## src/rtl/core/mcmf_pkg.sv

```systemverilog
// ----------------------------------------------------------------------------
// mcmf_pkg
// Types, constants and tables shared by the MIDI channel filter.
// ----------------------------------------------------------------------------
package mcmf_pkg;

	localparam int unsigned MAX_DELAY_UNITS_DEF = 60;
	localparam int unsigned QUEUE_DEPTH_DEF     = 4;
	localparam int unsigned DELAY_W             = 14;
	localparam int unsigned TICKS_PER_UNIT      = 240;

	localparam logic       OP_DATA = 1'b0;
	localparam logic       OP_END  = 1'b1;

	localparam logic [7:0] TICK_BYTE   = 8'hF8;
	localparam logic [7:0] SYSEX_START = 8'hF0;
	localparam logic [7:0] SYSEX_END   = 8'hF7;
	localparam logic [7:0] END_OF_CH   = 8'hFC;
	localparam logic [7:0] META_BYTE   = 8'hFF;
	localparam logic [7:0] END_TRACK   = 8'h2F;
	localparam logic [3:0] SYS_CHANNEL = 4'hF;
	localparam logic [2:0] END_LAST    = 3'd4;

	typedef struct packed {
		logic       opcode;
		logic [7:0] data_byte;
	} in_item_t;

	typedef struct packed {
		logic [7:0] out_byte;
		logic       last_in_run;
	} out_item_t;

	typedef struct packed {
		logic               is_end;
		logic               has_delay;
		logic [DELAY_W-1:0] delay;
		logic               has_status;
		logic [7:0]         status;
		logic               has_data;
		logic [7:0]         data;
	} cmd_t;

	function automatic logic [1:0] param_count(input logic [2:0] kind);
		logic [1:0] cnt;
		unique case (kind)
			3'd4, 3'd5: cnt = 2'd1;
			3'd7:       cnt = 2'd0;
			default:    cnt = 2'd2;
		endcase
		return cnt;
	endfunction

	function automatic logic [7:0] end_byte(input logic [2:0] idx);
		logic [7:0] b;
		unique case (idx)
			3'd1:    b = META_BYTE;
			3'd2:    b = END_TRACK;
			default: b = 8'h00;
		endcase
		return b;
	endfunction

endpackage

```

## src/rtl/core/mcmf_queue.sv

```systemverilog
// ----------------------------------------------------------------------------
// mcmf_queue
// Small command queue between the parser and the byte emitter.
// ----------------------------------------------------------------------------
module mcmf_queue import mcmf_pkg::*; #(
	parameter int unsigned DEPTH = QUEUE_DEPTH_DEF
) (
	input  logic clk,
	input  logic arst_n,
	input  logic push,
	input  cmd_t push_cmd,
	output logic full,
	input  logic pop,
	output cmd_t head,
	output logic empty
);

	localparam int unsigned PTR_W = (DEPTH > 1) ? $clog2(DEPTH) : 1;
	localparam int unsigned CNT_W = $clog2(DEPTH + 1);
	localparam logic [PTR_W-1:0] PTR_LAST = PTR_W'(DEPTH - 1);
	localparam logic [CNT_W-1:0] CNT_FULL = CNT_W'(DEPTH);

	cmd_t             entry_q [DEPTH];
	logic [PTR_W-1:0] wr_ptr_q;
	logic [PTR_W-1:0] rd_ptr_q;
	logic [CNT_W-1:0] count_q;
	logic             do_push;
	logic             do_pop;

	assign full    = (count_q == CNT_FULL);
	assign empty   = (count_q == '0);
	assign head    = entry_q[rd_ptr_q];
	assign do_push = push && !full;
	assign do_pop  = pop && !empty;

	always_ff @(posedge clk) begin
		if (do_push) begin
			entry_q[wr_ptr_q] <= push_cmd;
		end
	end

	always_ff @(posedge clk or negedge arst_n) begin
		if (!arst_n) begin
			wr_ptr_q <= '0;
			rd_ptr_q <= '0;
			count_q  <= '0;
		end else begin
			if (do_push) begin
				wr_ptr_q <= (wr_ptr_q == PTR_LAST) ? '0 : wr_ptr_q + 1'b1;
			end
			if (do_pop) begin
				rd_ptr_q <= (rd_ptr_q == PTR_LAST) ? '0 : rd_ptr_q + 1'b1;
			end
			if (do_push && !do_pop) begin
				count_q <= count_q + 1'b1;
			end else if (do_pop && !do_push) begin
				count_q <= count_q - 1'b1;
			end
		end
	end

endmodule

```

## src/rtl/core/mcmf_front.sv

```systemverilog
// ----------------------------------------------------------------------------
// mcmf_front
// Parses the delta-timed byte stream, applies the channel mask and queues
// one emit command per request that produces output.
// ----------------------------------------------------------------------------
module mcmf_front import mcmf_pkg::*; #(
	parameter int unsigned MAX_DELAY_UNITS = MAX_DELAY_UNITS_DEF
) (
	input  logic        clk,
	input  logic        arst_n,
	input  logic        in_valid,
	output logic        in_stall,
	input  in_item_t    in_data,
	input  logic        cfg_we,
	input  logic [15:0] cfg_wdata,
	output logic        push,
	output cmd_t        push_cmd,
	input  logic        full
);

	localparam logic [DELAY_W:0] DELAY_LIMIT = (DELAY_W + 1)'(MAX_DELAY_UNITS * TICKS_PER_UNIT);
	localparam logic [7:0]       TICK_VALUE  = 8'(TICKS_PER_UNIT);

	typedef enum logic [3:0] {
		F_DELAY = 4'b0001,
		F_EVENT = 4'b0010,
		F_PARAM = 4'b0100,
		F_SYSEX = 4'b1000
	} fphase_t;

	fphase_t            phase_q, n_phase;
	logic [DELAY_W-1:0] pending_q, n_pending;
	logic [7:0]         status_q, n_status;
	logic [3:0]         channel_q, n_channel;
	logic [1:0]         pcount_q, n_pcount;
	logic [7:0]         last_status_q, n_last_status;
	logic               kept_q, n_kept;
	logic [1:0]         togo_q, n_togo;
	logic [15:0]        mask_q;

	logic               accept;
	logic               push_c;
	cmd_t               cmd_c;
	logic [7:0]         c;
	logic               high;
	logic [7:0]         add_val;
	logic [DELAY_W:0]   sum;
	logic [7:0]         ev_status;
	logic [3:0]         ev_channel;
	logic [1:0]         ev_pcount;
	logic               ev_kept;
	logic [1:0]         ev_togo;

	assign in_stall = full;
	assign accept   = in_valid && !full;
	assign push     = accept && push_c;
	assign push_cmd = cmd_c;

	assign c       = in_data.data_byte;
	assign high    = c[7];
	assign add_val = (c == TICK_BYTE) ? TICK_VALUE : c;
	assign sum     = {1'b0, pending_q} + {{(DELAY_W - 7){1'b0}}, add_val};

	always_comb begin
		ev_status  = status_q;
		ev_channel = channel_q;
		ev_pcount  = pcount_q;
		if (c == SYSEX_START || c == END_OF_CH) begin
			ev_status  = c;
			ev_channel = SYS_CHANNEL;
		end else if (high) begin
			ev_status  = c;
			ev_channel = c[3:0];
			ev_pcount  = param_count(c[6:4]);
		end
		ev_kept = mask_q[ev_channel];
		if (high) begin
			ev_togo = ev_pcount;
		end else begin
			ev_togo = (ev_pcount > 2'd1) ? ev_pcount - 2'd1 : 2'd0;
		end
	end

	always_comb begin
		n_phase       = phase_q;
		n_pending     = pending_q;
		n_status      = status_q;
		n_channel     = channel_q;
		n_pcount      = pcount_q;
		n_last_status = last_status_q;
		n_kept        = kept_q;
		n_togo        = togo_q;
		push_c        = 1'b0;
		cmd_c         = '0;
		cmd_c.delay   = pending_q;
		cmd_c.status  = ev_status;
		cmd_c.data    = c;

		if (in_data.opcode == OP_END) begin
			push_c        = 1'b1;
			cmd_c.is_end  = 1'b1;
			n_phase       = F_DELAY;
			n_pending     = '0;
			n_status      = 8'h00;
			n_channel     = SYS_CHANNEL;
			n_pcount      = 2'd0;
			n_last_status = 8'h00;
			n_kept        = 1'b0;
			n_togo        = 2'd0;
		end else begin
			unique case (phase_q)
				F_EVENT: begin
					n_status  = ev_status;
					n_channel = ev_channel;
					n_pcount  = ev_pcount;
					n_kept    = ev_kept;
					if (ev_status == END_OF_CH) begin
						n_phase = F_DELAY;
					end else if (ev_status == SYSEX_START) begin
						if (ev_kept) begin
							push_c           = 1'b1;
							cmd_c.has_delay  = 1'b1;
							cmd_c.has_status = 1'b1;
							n_pending        = '0;
							n_last_status    = SYSEX_START;
						end
						n_phase = F_SYSEX;
					end else begin
						n_togo = ev_togo;
						if (ev_kept) begin
							push_c           = 1'b1;
							cmd_c.has_delay  = 1'b1;
							cmd_c.has_status = (last_status_q != ev_status);
							cmd_c.has_data   = !high && (ev_pcount != 2'd0);
							n_pending        = '0;
							n_last_status    = ev_status;
						end
						n_phase = (ev_togo != 2'd0) ? F_PARAM : F_DELAY;
					end
				end
				F_PARAM: begin
					push_c         = kept_q;
					cmd_c.has_data = 1'b1;
					n_togo         = (togo_q != 2'd0) ? togo_q - 2'd1 : 2'd0;
					if (togo_q <= 2'd1) begin
						n_phase = F_DELAY;
					end
				end
				F_SYSEX: begin
					push_c         = kept_q;
					cmd_c.has_data = 1'b1;
					if (c == SYSEX_END) begin
						n_phase = F_DELAY;
					end
				end
				default: begin
					n_pending = (sum > DELAY_LIMIT) ? DELAY_LIMIT[DELAY_W-1:0] : sum[DELAY_W-1:0];
					n_phase   = (c == TICK_BYTE) ? F_DELAY : F_EVENT;
				end
			endcase
		end
	end

	always_ff @(posedge clk or negedge arst_n) begin
		if (!arst_n) begin
			phase_q       <= F_DELAY;
			pending_q     <= '0;
			status_q      <= 8'h00;
			channel_q     <= SYS_CHANNEL;
			pcount_q      <= 2'd0;
			last_status_q <= 8'h00;
			kept_q        <= 1'b0;
			togo_q        <= 2'd0;
			mask_q        <= 16'hFFFF;
		end else begin
			if (cfg_we) begin
				mask_q <= cfg_wdata;
			end
			if (accept) begin
				phase_q       <= n_phase;
				pending_q     <= n_pending;
				status_q      <= n_status;
				channel_q     <= n_channel;
				pcount_q      <= n_pcount;
				last_status_q <= n_last_status;
				kept_q        <= n_kept;
				togo_q        <= n_togo;
			end
		end
	end

endmodule

```

## src/rtl/core/mcmf_back.sv

```systemverilog
// ----------------------------------------------------------------------------
// mcmf_back
// Expands queued commands into output bytes: delay run, status, data byte
// or the end-of-track sequence, through a registered output stage.
// ----------------------------------------------------------------------------
module mcmf_back import mcmf_pkg::*; (
	input  logic      clk,
	input  logic      arst_n,
	input  logic      empty,
	input  cmd_t      head,
	output logic      pop,
	output logic      out_valid,
	input  logic      out_stall,
	output out_item_t out_data
);

	localparam logic [DELAY_W-1:0] TICKS = DELAY_W'(TICKS_PER_UNIT);

	typedef enum logic [4:0] {
		B_IDLE   = 5'b00001,
		B_DELAY  = 5'b00010,
		B_STATUS = 5'b00100,
		B_DATA   = 5'b01000,
		B_END    = 5'b10000
	} bphase_t;

	bphase_t            phase_q, n_phase;
	cmd_t               cmd_q;
	logic [DELAY_W-1:0] delay_q, n_delay;
	logic [2:0]         end_idx_q, n_end_idx;
	logic               out_valid_q;
	out_item_t          out_q, n_out;
	logic               out_free;
	logic               emit;

	assign out_free  = !out_valid_q || !out_stall;
	assign pop       = (phase_q == B_IDLE) && !empty;
	assign out_valid = out_valid_q;
	assign out_data  = out_q;

	always_comb begin
		n_phase   = phase_q;
		n_delay   = delay_q;
		n_end_idx = end_idx_q;
		n_out     = out_q;
		emit      = 1'b0;
		unique case (phase_q)
			B_IDLE: begin
				n_delay   = head.delay;
				n_end_idx = 3'd0;
				if (!empty) begin
					if (head.is_end) begin
						n_phase = B_END;
					end else if (head.has_delay) begin
						n_phase = B_DELAY;
					end else if (head.has_status) begin
						n_phase = B_STATUS;
					end else begin
						n_phase = B_DATA;
					end
				end
			end
			B_DELAY: begin
				emit = out_free;
				if (delay_q > TICKS) begin
					n_out = '{out_byte: TICK_BYTE, last_in_run: 1'b0};
					if (out_free) begin
						n_delay = delay_q - TICKS;
					end
				end else begin
					n_out = '{out_byte: delay_q[7:0],
						last_in_run: !cmd_q.has_status && !cmd_q.has_data};
					if (out_free) begin
						if (cmd_q.has_status) begin
							n_phase = B_STATUS;
						end else if (cmd_q.has_data) begin
							n_phase = B_DATA;
						end else begin
							n_phase = B_IDLE;
						end
					end
				end
			end
			B_STATUS: begin
				emit  = out_free;
				n_out = '{out_byte: cmd_q.status, last_in_run: !cmd_q.has_data};
				if (out_free) begin
					n_phase = cmd_q.has_data ? B_DATA : B_IDLE;
				end
			end
			B_DATA: begin
				emit  = out_free;
				n_out = '{out_byte: cmd_q.data, last_in_run: 1'b1};
				if (out_free) begin
					n_phase = B_IDLE;
				end
			end
			B_END: begin
				emit  = out_free;
				n_out = '{out_byte: end_byte(end_idx_q), last_in_run: end_idx_q == END_LAST};
				if (out_free) begin
					n_end_idx = end_idx_q + 3'd1;
					if (end_idx_q == END_LAST) begin
						n_phase = B_IDLE;
					end
				end
			end
			default: begin
				n_phase = B_IDLE;
			end
		endcase
	end

	always_ff @(posedge clk) begin
		if (pop) begin
			cmd_q <= head;
		end
		delay_q   <= n_delay;
		end_idx_q <= n_end_idx;
		if (emit) begin
			out_q <= n_out;
		end
	end

	always_ff @(posedge clk or negedge arst_n) begin
		if (!arst_n) begin
			phase_q     <= B_IDLE;
			out_valid_q <= 1'b0;
		end else begin
			phase_q <= n_phase;
			if (emit) begin
				out_valid_q <= 1'b1;
			end else if (!out_stall) begin
				out_valid_q <= 1'b0;
			end
		end
	end

endmodule

```

## src/rtl/core/midi_channel_mask_filter_unit.sv

```systemverilog
// Path: an accepted request is written to the command queue, loaded into the
//   emitter's command register and then registered in the output stage.
// Throughput: one output byte per cycle within a run unless out_stall holds it;
//   the emitter loads each command from idle; a request yields one command at most.
// Input is taken every cycle while the command queue has room.
// Reset: asynchronous, clears parser, queue and output stage; mask resets to 0xFFFF.
// ----------------------------------------------------------------------------
// midi_channel_mask_filter_unit
// Channel mask filter for a delta-timed MIDI byte stream: parser front end,
// command queue and byte emitter back end.
// ----------------------------------------------------------------------------
module midi_channel_mask_filter_unit import mcmf_pkg::*; #(
	parameter int unsigned MAX_DELAY_UNITS = MAX_DELAY_UNITS_DEF,
	parameter int unsigned QUEUE_DEPTH     = QUEUE_DEPTH_DEF
) (
	input  logic        clk,
	input  logic        arst_n,
	input  logic        in_valid,
	output logic        in_stall,
	input  in_item_t    in_data,
	output logic        out_valid,
	input  logic        out_stall,
	output out_item_t   out_data,
	input  logic        cfg_we,
	input  logic [15:0] cfg_wdata
);

	logic push;
	cmd_t push_cmd;
	logic full;
	logic pop;
	cmd_t head;
	logic empty;

	mcmf_front #(
		.MAX_DELAY_UNITS(MAX_DELAY_UNITS)
	) u_front (
		.clk      (clk),
		.arst_n   (arst_n),
		.in_valid (in_valid),
		.in_stall (in_stall),
		.in_data  (in_data),
		.cfg_we   (cfg_we),
		.cfg_wdata(cfg_wdata),
		.push     (push),
		.push_cmd (push_cmd),
		.full     (full)
	);

	mcmf_queue #(
		.DEPTH(QUEUE_DEPTH)
	) u_queue (
		.clk     (clk),
		.arst_n  (arst_n),
		.push    (push),
		.push_cmd(push_cmd),
		.full    (full),
		.pop     (pop),
		.head    (head),
		.empty   (empty)
	);

	mcmf_back u_back (
		.clk      (clk),
		.arst_n   (arst_n),
		.empty    (empty),
		.head     (head),
		.pop      (pop),
		.out_valid(out_valid),
		.out_stall(out_stall),
		.out_data (out_data)
	);

endmodule

```

## config.mk

```make
export PLATFORM = sky130hd
export DESIGN_NAME = midi_channel_mask_filter_unit
export DESIGN_NICKNAME = d
export VERILOG_FILES = /design/src/rtl/core/mcmf_pkg.sv /design/src/rtl/core/mcmf_queue.sv /design/src/rtl/core/mcmf_front.sv /design/src/rtl/core/mcmf_back.sv /design/src/rtl/core/midi_channel_mask_filter_unit.sv
export SDC_FILE = /design/constraint.sdc
export NUM_CORES = 1
export LEC_CHECK = 0
export BUFFER_PORTS_ARGS = -buffer_cell sky130_fd_sc_hd__buf_2
export CAP_MARGIN = 15
export CORE_MARGIN = 5
export CORE_UTILIZATION = 50
export CTS_BUF_LIST = sky130_fd_sc_hd__clkbuf_8
export DETAILED_ROUTE_END_ITERATION = 6
export GPL_ROUTABILITY_DRIVEN = 0
export GPL_TIMING_DRIVEN = 0
export PLACE_DENSITY = 0.74
export RECOVER_POWER = 50
export REMOVE_ABC_BUFFERS = 1
export SYNTH_ARGS = -nofsm -noshare
export SYNTH_HDL_FRONTEND = slang
export SYNTH_SLANG_ARGS = --single-unit
```

## constraint.sdc

```tcl
create_clock -name clk -period 4.05 [get_ports clk]
set_input_delay 0.405 -clock clk [delete_from_list [all_inputs] [get_ports clk]]
set_output_delay 0.405 -clock clk [all_outputs]
set_load 0.01 [all_outputs]
```

### After elaboration in Yosys (flattened, before gate mapping)

Memories as Yosys holds them, arrays and structs flattened.
Cells that the tools add are included.

| operators by class | value |
|---|---|
| reduce and logical (&&, ||, !) cells | 43 |
| add/sub/neg operators | 9 |
| muxes and demuxes | 91 |
| magnitude comparators | 5 |
| equal/unequal tests | 40 |

Operator list:

| operator | count |
|---|---|
| $mux 8 | 11 |
| $mux 14 | 6 |
| $pmux 14 s2 | 2 |
| $mux 5 | 10 |
| $eq 8x8->1 const B | 6 |
| $mux 4 | 11 |
| $pmux 9 s4 | 1 |
| $mux 2 | 13 |
| $pmux 5 s5 | 1 |
| $mux 1 | 23 |
| $ne 2x1->1 const B | 8 |
| $pmux 8 s2 | 1 |
| $reduce_bool 2->1 | 8 |
| $add 14x8->15 | 1 |
| $eq 3x3->1 const B | 5 |
| $gt 15x14->1 const B | 1 |
| $gt 14x8->1 const B | 1 |
| $sub 14x8->14 const B | 1 |
| $mux 3 | 4 |
| $pmux 4 s3 | 1 |
| $reduce_and 4->1 | 3 |
| $logic_and 1x1->1 | 9 |
| $logic_not 1->1 | 9 |
| $mux 9 | 1 |
| 35 further kinds | 51 |

| storage, ports and cells | value |
|---|---|
| memories kept | 1 |
| bits in registers | 116 |
| input bits | 30 |
| RAM bits | 136 |
| word-level logic and storage cells | 211 |

Memory list:

| name | depth | width | rd ports | clocked after memory_dff | write ports | line | source |
|---|---|---|---|---|---|---|---|
| u_queue.entry_q | 4 | 34 | 1 | 0 | 1 | mcmf_queue.sv:23 | `cmd_t entry_q [DEPTH];` |

### Longest topological paths before layout

Gate-level depths: netlist of run 1.

| logic depth | value |
|---|---|
| depth in word-level cells | 15 |
| gate-level depth with buffers | 16 |
| mapped depth without buffers | 15 |

### By module

A second synthesis of run 1 with hierarchy kept.

| second synthesis, totals | value |
|---|---|
| cell total of the unflattened synthesis | 836 |
| area total of the unflattened synthesis | 11,690.0 µm² |

By module, submodules not included:

| module | area an instance (µm²) | instances | seq. area each (µm²) | cells each |
|---|---|---|---|---|
| mcmf_queue | 5,392.7 | 1 | 4,259.1 | 215 |
| mcmf_front | 3,856.2 | 1 | 1,502.7 | 420 |
| mcmf_back | 2,441.1 | 1 | 1,472.7 | 201 |

### Worst setup path after synthesis of run 1

OpenSTA, ideal clock, no wires.

| path | value |
|---|---|
| path kind | input to register |
| start | input port in_data[7] (netlist bit) |
| end | memory u_queue.entry_q[0][0] (netlist bit) (enable) |
| setup time | 0.429 ns |
| setup slack | 0.158 ns |
| data arrival time | 3.463 ns |
| cell stages on the path | 10 |
| cell sequence | buf_6 > buf_6 > mux2i_1 > o31ai_4 > o21bai_1 > o311ai_1 > o22ai_2 > a21oi_2 > a21o_4 > nor2b_1 |

| on the way | value |
|---|---|
| cells in the longest elaborated chain, start to end | 13 |

Ends and longest elaborated chain:

| item | line | source |
|---|---|---|
| from (decl) | midi_channel_mask_filter_unit.sv:20 | `input in_item_t in_data,` |
| $eq 8x8->1 | mcmf_front.sv:68 | `if (c == SYSEX_START \|\| c == END_OF_CH) begin` |
| $logic_or 1x1->1 | mcmf_front.sv:68 |  |
| $mux 4 | mcmf_front.sv:68 |  |
| $bmux 1 s4 | mcmf_front.sv:76 | `ev_kept = mask_q[ev_channel];` |
| $mux 1 (not written as such) | mcmf_front.sv:76 |  |
| $mux 1 | mcmf_front.sv:120, mcmf_front.sv:130 |  |
| $mux 1 * | mcmf_front.sv:117 | `if (ev_status == END_OF_CH) begin` |
| $pmux 1 s2 * | mcmf_front.sv:111 | `unique case (phase_q)` |
| $mux 1 * | mcmf_front.sv:99 | `if (in_data.opcode == OP_END) begin` |
| $logic_and 1x1->1 * | mcmf_front.sv:56 | `assign push = accept && push_c;` |
| $logic_and 1x1->1 * | mcmf_queue.sv:33 | `assign do_push = push && !full;` |
| $mux 1 * | mcmf_queue.sv:37 | `if (do_push) begin` |
| $mux 1 (not written as such) * | mcmf_queue.sv:38 | `entry_q[wr_ptr_q] <= push_cmd;` |
| to (decl) | mcmf_queue.sv:23 |  |

Every way passes the cells marked *; elsewhere a longest branch is shown, timed or not. The select of a mux whose other input is x is not followed.

### Worst setup path after layout of run 1

| path | value |
|---|---|
| start | input port in_data[7] (netlist bit) |
| end | register u_front.pending_q[9] |

| on the way | value |
|---|---|
| cells in the longest elaborated chain, start to end | 7 |

Ends and longest elaborated chain:

| item | line | source |
|---|---|---|
| $eq 8x8->1 (on tied branches) | mcmf_front.sv:61, mcmf_front.sv:68 |  |
| $mux 8 / $logic_or 1x1->1 (equally long branches) | mcmf_front.sv:61, mcmf_front.sv:68 |  |
| $add 14x8->15 / $mux 4 (equally long branches) | mcmf_front.sv:62, mcmf_front.sv:68 |  |
| $gt 15x14->1 / $bmux 1 s4 (equally long branches) | mcmf_front.sv:157, mcmf_front.sv:76 |  |
| $mux 14 / $mux 1 (equally long branches) | mcmf_front.sv:157, mcmf_front.sv:76 |  |
| $pmux 14 s2 / $ne 3x2->1 (equally long branches) | n/a |  |
| $mux 14 / $reduce_and 4->1 (equally long branches) | n/a |  |
| to (signal assigned) | mcmf_front.sv:181 | `pending_q <= n_pending;` |
| to (decl) | mcmf_front.sv:32 | `logic [DELAY_W-1:0] pending_q, n_pending;` |

Several ways; a longest one is shown, not always the timed one. The select of a mux whose other input is x is not followed.
A chain may end at the register's enable or synchronous reset.

==> impl_metrics.env, run 1 <==
export IMPL_irDropWorstVdd_mv=0.331
export IMPL_power_density_nw_per_um2=676
export IMPL_antenna_cells=0
export IMPL_cts_sinks=252
export IMPL_slew_violations=37
export IMPL_area_delta_synth_final_pct=12.1
export IMPL_maxSlewHeadroom_pct=-8.14
export IMPL_drt_iter0_markers=433
export IMPL_clock_power_share_pct=25.0
export IMPL_grt_antenna_before_repair=0
export IMPL_synthCells=808
export IMPL_fin_skew_ns=0.0281
export IMPL_worst_path_max_delay_cell="nand4bb_1"
export IMPL_fmax_mhz=278
export IMPL_core_area_sq_um=22600
export IMPL_ys_seq_area_share_pct=62.9
export IMPL_p_leak_nw=4.81
export IMPL_synth_compound_area_share_pct=10.5
export IMPL_syn_cell_area_sq_um=11500
export IMPL_maxCapViolCount=2
export IMPL_route_detailed_wl_per_inst_um=18.9
export IMPL_clk_pin_slew_worst_paths_ns=0.06
export IMPL_synth_edf_count=180
export IMPL_numPortBuffers=40
export IMPL_start_kind="input pin"
export IMPL_final_period_utilization_pct=88.8
export IMPL_path_cells="clkbuf_4, nand4bb_1, nor3_1, nor2b_1, ha_1, nand4_1, a2111oi_4, or2_2, mux2i_1, o221a_2, nor2_4, a221o_1"
export IMPL_cts_root_buf="clkbuf_8"
export IMPL_synth_adder_area_share_pct=2.42
export IMPL_hold_violations=0
export IMPL_ant_nets=0
export IMPL_dieArea_sq_um=26100
export IMPL_stdcell_count=1185
export IMPL_grt_ovfl_total=0
export IMPL_place_area_sq_um=12100
export IMPL_ios=41
export IMPL_yosys_warnings=0
export IMPL_worstMarginPinSlew_ns=1.62
export IMPL_cp_data_required_time_ns=4.46
export IMPL_insertion_delay_ns=0.55
export IMPL_die_w_um=162
export IMPL_dpl_hpwl_um=15300
export IMPL_start_util_pct=50.8
export IMPL_final_layout_size_suffix_gt1_share_pct=20.7
export IMPL_synth_mux_area_share_pct=10.4
export IMPL_p_int_w=0.00593
export IMPL_dieHeight_um=162
export IMPL_critPathMaxStageDelay_ns=0.51
export IMPL_fill_cells=1778
export IMPL_grt_usage_pct=17.5
export IMPL_dr_total_vias=6814
export IMPL_fin_area_sq_um=12900
export IMPL_ys_types=85
export IMPL_synth_seq_cells=252
export IMPL_hold_class="input pin to register"
export IMPL_p_switching_w=0.00278
export IMPL_first_pass_iters=5
export IMPL_setup_tns_ns=0
export IMPL_seqPwrFrac_pct=47.1
export IMPL_htree_levels=2
export IMPL_rows=55
export IMPL_outcome="finished with violations"
export IMPL_fin_crit_ns=3.60
export IMPL_synth_ff_type="edfxtp_1"
export IMPL_clockBufferDepth=3
export IMPL_cts_setup_buffers=0
export IMPL_cts_tree="built"
export IMPL_grt_start_max_net_pins=58
export IMPL_path_class="input pin to register"
export IMPL_arrival_ns=4.01
export IMPL_setup_viol=0
export IMPL_grt_pass1_wl_um=36400
export IMPL_switching_share_pct=31.9
export IMPL_synth_simple_gate_area_share_pct=9.44
export IMPL_avgSynthCellArea_sq_um=14.2
export IMPL_post_route_util_pct=56.9
export IMPL_cts_buffers=40
export IMPL_first_global_vias=6947
export IMPL_rsz0062_at_grt="no"
export IMPL_ys_async_sr_fraction_pct=28.6
export IMPL_nets=919
export IMPL_synthXorXnorAreaFrac_pct=2.06
export IMPL_violations="capacitance limit, slew limit"
export IMPL_totalWireLength_um=22400
export IMPL_dp_cells=1110
export IMPL_synth_top_family_by_area="compound AO/OA/AOI/OAI gates"
export IMPL_p_comb_share_pct=27.9
export IMPL_worstSetupEndpointType="register"
export IMPL_drc=0
export IMPL_avgViaCountPerCell=5.75
export IMPL_crit_fanout=35
cell families after synthesis:
| kind of cell | count (synthesis) |
|---|---|
| adder cells (fa/ha/maj) | 21 |
| AND/OR/NAND/NOR | 210 |
| flip-flops | 252 |
| multiplexers | 72 |
| buffers and inverters | 60 |
| XOR/XNOR | 27 |
| AO/OA/AOI/OAI | 166 |
critical path, delay by kind of cell:
family | cells | cell delay [ns]
buffers and inverters | 1 | 0.42
and+or+nand+nor | 6 | 1.47
muxes | 1 | 0.18
adders and majority gates | 1 | 0.39
AOI/OAI and AO/OA | 3 | 1.12
registers in the layout (all words and copies together), names as in the netlist, 2 cells and up:
register and count:
u_queue.entry_q 136, u_front.pcount_q 2, u_queue.rd_ptr_q 2, u_queue.count_q 3
u_front.status_q 8, u_front.last_status_q 8, u_back.end_idx_q 3, u_front.phase_q 4
u_front.mask_q 16, u_back.delay_q 14, u_back.cmd_q 18, u_queue.wr_ptr_q 2
u_back.out_data 9, u_front.pending_q 14, u_front.channel_q 4, u_front.togo_q 2
u_back.phase_q 5
synthesized netlist by cell type (4+ instances only):
cell	instances	area (sq um)
a32oi_1	4	35.0
nor2_1	50	188
nand3b_1	7	52.6
dfstp_2	22	578
mux2i_2	4	55.1
o2bb2ai_1	10	87.6
ha_1	19	238
and2_1	11	68.8
xnor2_1	18	158
nor2b_1	17	106
nand2b_1	8	50.1
a22oi_1	6	45.0
or2_2	4	25.0
nand2_1	60	225
o21ai_1	5	25.0
a21o_1	5	37.5
nor3b_1	4	30.0
nand3_1	9	45.0
or3_1	4	25.0
a21oi_1	29	145
dfrtp_1	50	1250
mux2i_1	13	130
a31oi_1	4	25.0
o21bai_1	5	37.5
edfxtp_1	180	5410
buf_2	4	20.0
inv_1	29	109
o21ai_0	38	190
clkbuf_1	20	75.1
nor3_1	9	45.0
mux4_2	34	766
a22o_1	8	70.1
xor2_1	9	78.8
o31ai_1	6	45.0
mux2_2	19	214
nor4_1	11	68.8
placed cells by master, fill, tap and decap left out, types with 19 or more instances in the layout:
| cell type | instances |
|---|---|
| a21oi_1 | 29 |
| buf_2 | 21 |
| clkbuf_8 | 48 |
| dfrtp_1 | 49 |
| edfxtp_1 | 180 |
| ha_1 | 19 |
| inv_1 | 46 |
| mux2_2 | 19 |
| mux4_2 | 34 |
| nand2_1 | 60 |
| nor2_1 | 50 |
| o21ai_0 | 38 |
worst paths after layout:
check                                    start              endpoint  slack [ns]  cells past startpoint
hold / removal                   cfg_wdata[14]    u_front.mask_q[14]        0.09                      3
min in group asynchronous               arst_n     u_back.phase_q[3]        0.58                      2
setup reg to reg           u_front.status_q[0]    u_queue.count_q[1]        0.71                     13
max in group asynchronous               arst_n   u_queue.rd_ptr_q[0]        1.37                      3
hold reg to reg            u_front.status_q[4]   u_front.status_q[4]        0.48                      2
setup / recovery                    in_data[7]  u_front.pending_q[9]        0.45                     12
final cells by class:
type / count / area [sq um] / area share [%]
repair buffers: 47 / 310 / 2.41
clock buffers: 48 / 661 / 5.13
flip-flops and latches: 252 / 7240 / 56.2
clock inverters: 26 / 175 / 1.36
inverters: 31 / 116 / 0.903
well taps: 285 / 357 / 2.77
multi-input cells: 496 / 4030 / 31.3
through the flow:
stage          setup slack [ns]  hold WS [ns]  power [W]
2_1_floorplan           -0.0454         0.109    0.00580
3_3_place_gp              -2.25         0.457    0.00646
3_5_place_dp             -0.319         0.319    0.00661
4_1_cts                   0.252        0.0568    0.00882
5_1_grt                   0.124        0.0626    0.00925
6_report                  0.452        0.0918    0.00871
power groups by stage:
stage | logic (W) | registers [W] | clock network [W]
floorplan | 0.00175 | 0.00405 | 0
global placement | 0.00227 | 0.00419 | 0
detailed placement | 0.00245 | 0.00416 | 0
CTS | 0.00247 | 0.00411 | 0.00224
global route | 0.00271 | 0.00418 | 0.00237
finish | 0.00243 | 0.00410 | 0.00218
metal layers:
| metal | track usage (%) | part of all wire, % | wire length [um] | vias up |
|---|---|---|---|---|
| met5 | 0 | 0 | 0 | - |
| met4 | 5.84 | 2.7 | 601 | 0 |
| met3 | 4.03 | 5.7 | 1280 | 43 |
| met2 | 28.7 | 48 | 10700 | 180 |
| met1 | 23.3 | 44 | 9860 | 3352 |
| li1 | - | - | - | 3239 |
what timing repair did:
| item | 4_1_cts | 5_1_grt |
|---|---|---|
| gates resized for setup | 0 | 1 |
| setup endpoints to repair | 0 | 8 |
| hold buffers | 1 | 0 |
| hold endpoints to repair | 15 | 0 |
Note: power is estimated with default switching activity, not from simulation.
==> run 2, diff against run 1 <==
--- a/config.mk
+++ b/config.mk
@@ -8,14 +8,16 @@
 export BUFFER_PORTS_ARGS = -buffer_cell sky130_fd_sc_hd__buf_2
 export CAP_MARGIN = 15
 export CORE_MARGIN = 5
-export CORE_UTILIZATION = 50
+export CORE_UTILIZATION = 64
 export CTS_BUF_LIST = sky130_fd_sc_hd__clkbuf_8
 export DETAILED_ROUTE_END_ITERATION = 6
 export GPL_ROUTABILITY_DRIVEN = 0
 export GPL_TIMING_DRIVEN = 0
-export PLACE_DENSITY = 0.74
+export MAX_ROUTING_LAYER = met4
+export PLACE_DENSITY = 0.89
 export RECOVER_POWER = 50
 export REMOVE_ABC_BUFFERS = 1
+export SKIP_LAST_GASP = 1
 export SYNTH_ARGS = -nofsm -noshare
 export SYNTH_HDL_FRONTEND = slang
 export SYNTH_SLANG_ARGS = --single-unit
==> run 2 against run 1 <==
Against the previous run:
- the run still ends with capacitance limit, slew limit left
- wire length increased by 3.3%
- critical path depth grew 3
- count of clock-buffer cells in the layout is 9 lower
- register-to-register slack got worse by 0.15 ns
- combinational power is essentially flat
- fmax is 4.1% lower
- highest routed layer unchanged
- largest power group unchanged
- design area down 1.6%
- hold slack got worse by 0.0014 ns
- largest cell class unchanged
==> impl_metrics.env, run 2 (synthesized netlist as in run 1, its figures left out) <==
export IMPL_drc=0
export IMPL_first_pass_iters=5
export IMPL_route_detailed_wl_per_inst_um=20.6
export IMPL_hold_violations=0
export IMPL_first_global_vias=7046
export IMPL_critPathMaxStageDelay_ns=0.55
export IMPL_worstSetupEndpointType="register"
export IMPL_top_register="u_queue.entry_q"
export IMPL_start_util_pct=64.4
export IMPL_cts_sinks=252
export IMPL_crit_buf_inv=3
export IMPL_dieArea_sq_um=20700
export IMPL_dr_total_vias=7035
export IMPL_cts_root_buf="clkbuf_8"
export IMPL_rows=49
export IMPL_fin_skew_ns=0.0291
export IMPL_hold_class="input pin to register"
export IMPL_final_common_cell="edfxtp_1"
export IMPL_whs_ns=0.0903
export IMPL_p_leak_nw=4.73
export IMPL_top_regs="u_queue.entry_q (136), u_back.cmd_q (18), u_front.mask_q (16)"
export IMPL_grt_usage_pct=23.9
export IMPL_clk_pin_slew_worst_paths_ns=0.06
export IMPL_grt_antenna_before_repair=0
export IMPL_fin_crit_ns=3.75
export IMPL_core_area_sq_um=17800
export IMPL_fmax_mhz=267
export IMPL_dieHeight_um=144
export IMPL_ios=41
export IMPL_dp_cells=1054
export IMPL_cts_buffers=39
export IMPL_largest_reg_flops=136
export IMPL_cts_tree="built"
export IMPL_path_class="input pin to register"
export IMPL_crit_fanout=10
export IMPL_slew_violations=30
export IMPL_arrival_ns=4.18
export IMPL_grt_start_max_net_pins=45
export IMPL_drt_iter0_markers=593
export IMPL_htree_levels=2
export IMPL_fill_cells=1099
export IMPL_worstMarginPinSlew_ns=1.67
export IMPL_antenna_cells=0
export IMPL_violations="capacitance limit, slew limit"
export IMPL_grt_ovfl_total=0
export IMPL_final_seq_area_sq_um=7240
export IMPL_cp_data_required_time_ns=4.48
export IMPL_setup_viol=0
export IMPL_outcome="finished with violations"
export IMPL_avgViaCountPerCell=6.26
export IMPL_power_density_nw_per_um2=671
export IMPL_area_delta_synth_final_pct=10.3
export IMPL_rsz0062_at_grt="no"
export IMPL_setup_tns_ns=0
export IMPL_grt_pass1_wl_um=37100
export IMPL_totalWireLength_um=23200
export IMPL_multi_input_area_sq_um=4030
export IMPL_insertion_delay_ns=0.53
export IMPL_path_cells="clkbuf_1, nand4bb_1, o41ai_4, mux2i_1, o21ai_0, o22ai_2, a21oi_2, a21o_4, inv_1, ha_1, inv_1, fa_1, xor2_1, nor2_1, xor2_1"
export IMPL_stdcell_count=1123
export IMPL_final_layout_size_suffix_gt1_share_pct=19.4
export IMPL_worst_path_max_delay_cell="nand4bb_1"
export IMPL_irDropWorstVdd_mv=0.352
export IMPL_dpl_hpwl_um=15800
export IMPL_start_kind="input pin"
export IMPL_clockBufferDepth=3
export IMPL_layout_common_cells="edfxtp_1, nand2_1, nor2_1"
export IMPL_nets=918
export IMPL_die_w_um=144
export IMPL_maxSlewHeadroom_pct=-11.1
export IMPL_numPortBuffers=40
export IMPL_final_period_utilization_pct=92.6
export IMPL_cpLargestDelayFamily="compound AO/OA/AOI/OAI gates"
export IMPL_maxCapViolCount=1
export IMPL_ant_nets=0
-- run 2: cell count changes in the layout (fill, tap and decap cells not counted), sizes merged --
cell	change
inv	-3
clkbuf	-8
clkinv	+3
clkinvlp	+3
dlymetal6s4s	+1
buf	-2
-- run 2: per-stage QoR --
| step | area [sq um] | total power, W | utilization, % | worst slack (ns) |
|---|---|---|---|---|
| 3_3_place_gp | 11800 | 0.00639 | 66.4 | -2.09 |
| 2_1_floorplan | 11400 | 0.00580 | - | -0.0454 |
| 5_1_grt | 12700 | 0.00899 | 71.0 | 0.0551 |
| 4_1_cts | 12700 | 0.00857 | 71.4 | 0.147 |
| 3_5_place_dp | 12000 | 0.00660 | 67.3 | -0.380 |
| 6_report | 12700 | 0.00850 | 71.0 | 0.300 |
-- run 2: where the power goes --
part,switching (W),internal (W)
logic,0.00135,0.00107
clock network,0.000931,0.00103
registers,0.000510,0.00362
total,0.00279,0.00571
-- run 2: final timing paths --
kind	start	endpoint	slack [ns]	cells after the start
min in group asynchronous	arst_n	u_back.out_valid	0.85	2
min	cfg_wdata[10]	u_front.mask_q[10]	0.09	3
max	in_data[4]	u_queue.count_q[2]	0.30	15
max reg2reg	u_queue.rd_ptr_q[0]	u_back.phase_q[3]	0.56	5
min reg2reg	u_front.status_q[3]	u_front.status_q[3]	0.48	2
max in group asynchronous	arst_n	u_queue.rd_ptr_q[1]	1.25	3
-- run 2: final cells by class --
class,instances,area share (%)
clock buffer,39,4.23
clock inverter,29,1.41
inverter,31,0.918
multi-input combinational,496,31.8
sequential,252,57.1
tap,229,2.26
timing repair buffer,47,2.32
-- run 2: worst register-to-register path: stages, from the launching register on --
cell and delay, ns:
dfrtp_1 1.07, dlymetal6s4s_1 1.16, mux4_2 0.68, nor4_1 0.29, a21oi_1 0.07, o2bb2ai_1 0.13
-- run 2: per-layer routing --
layer  GRT usage (%)  up-vias  part of all wire, %
met5               -        -                    0
met4            8.13        0                  2.8
met3            4.50       57                  7.5
met2            37.8      342                   49
met1            31.9     3414                   41
li1                -     3222                    -
-- run 2: what timing repair did --
item | 4_1_cts | 5_1_grt
hold buffers | 1 | 0
resized for setup | 0 | 1
buffers inserted | 0 | 0
endpoints found under the hold margin | 24 | 0
endpoints found under the setup margin | 0 | 11
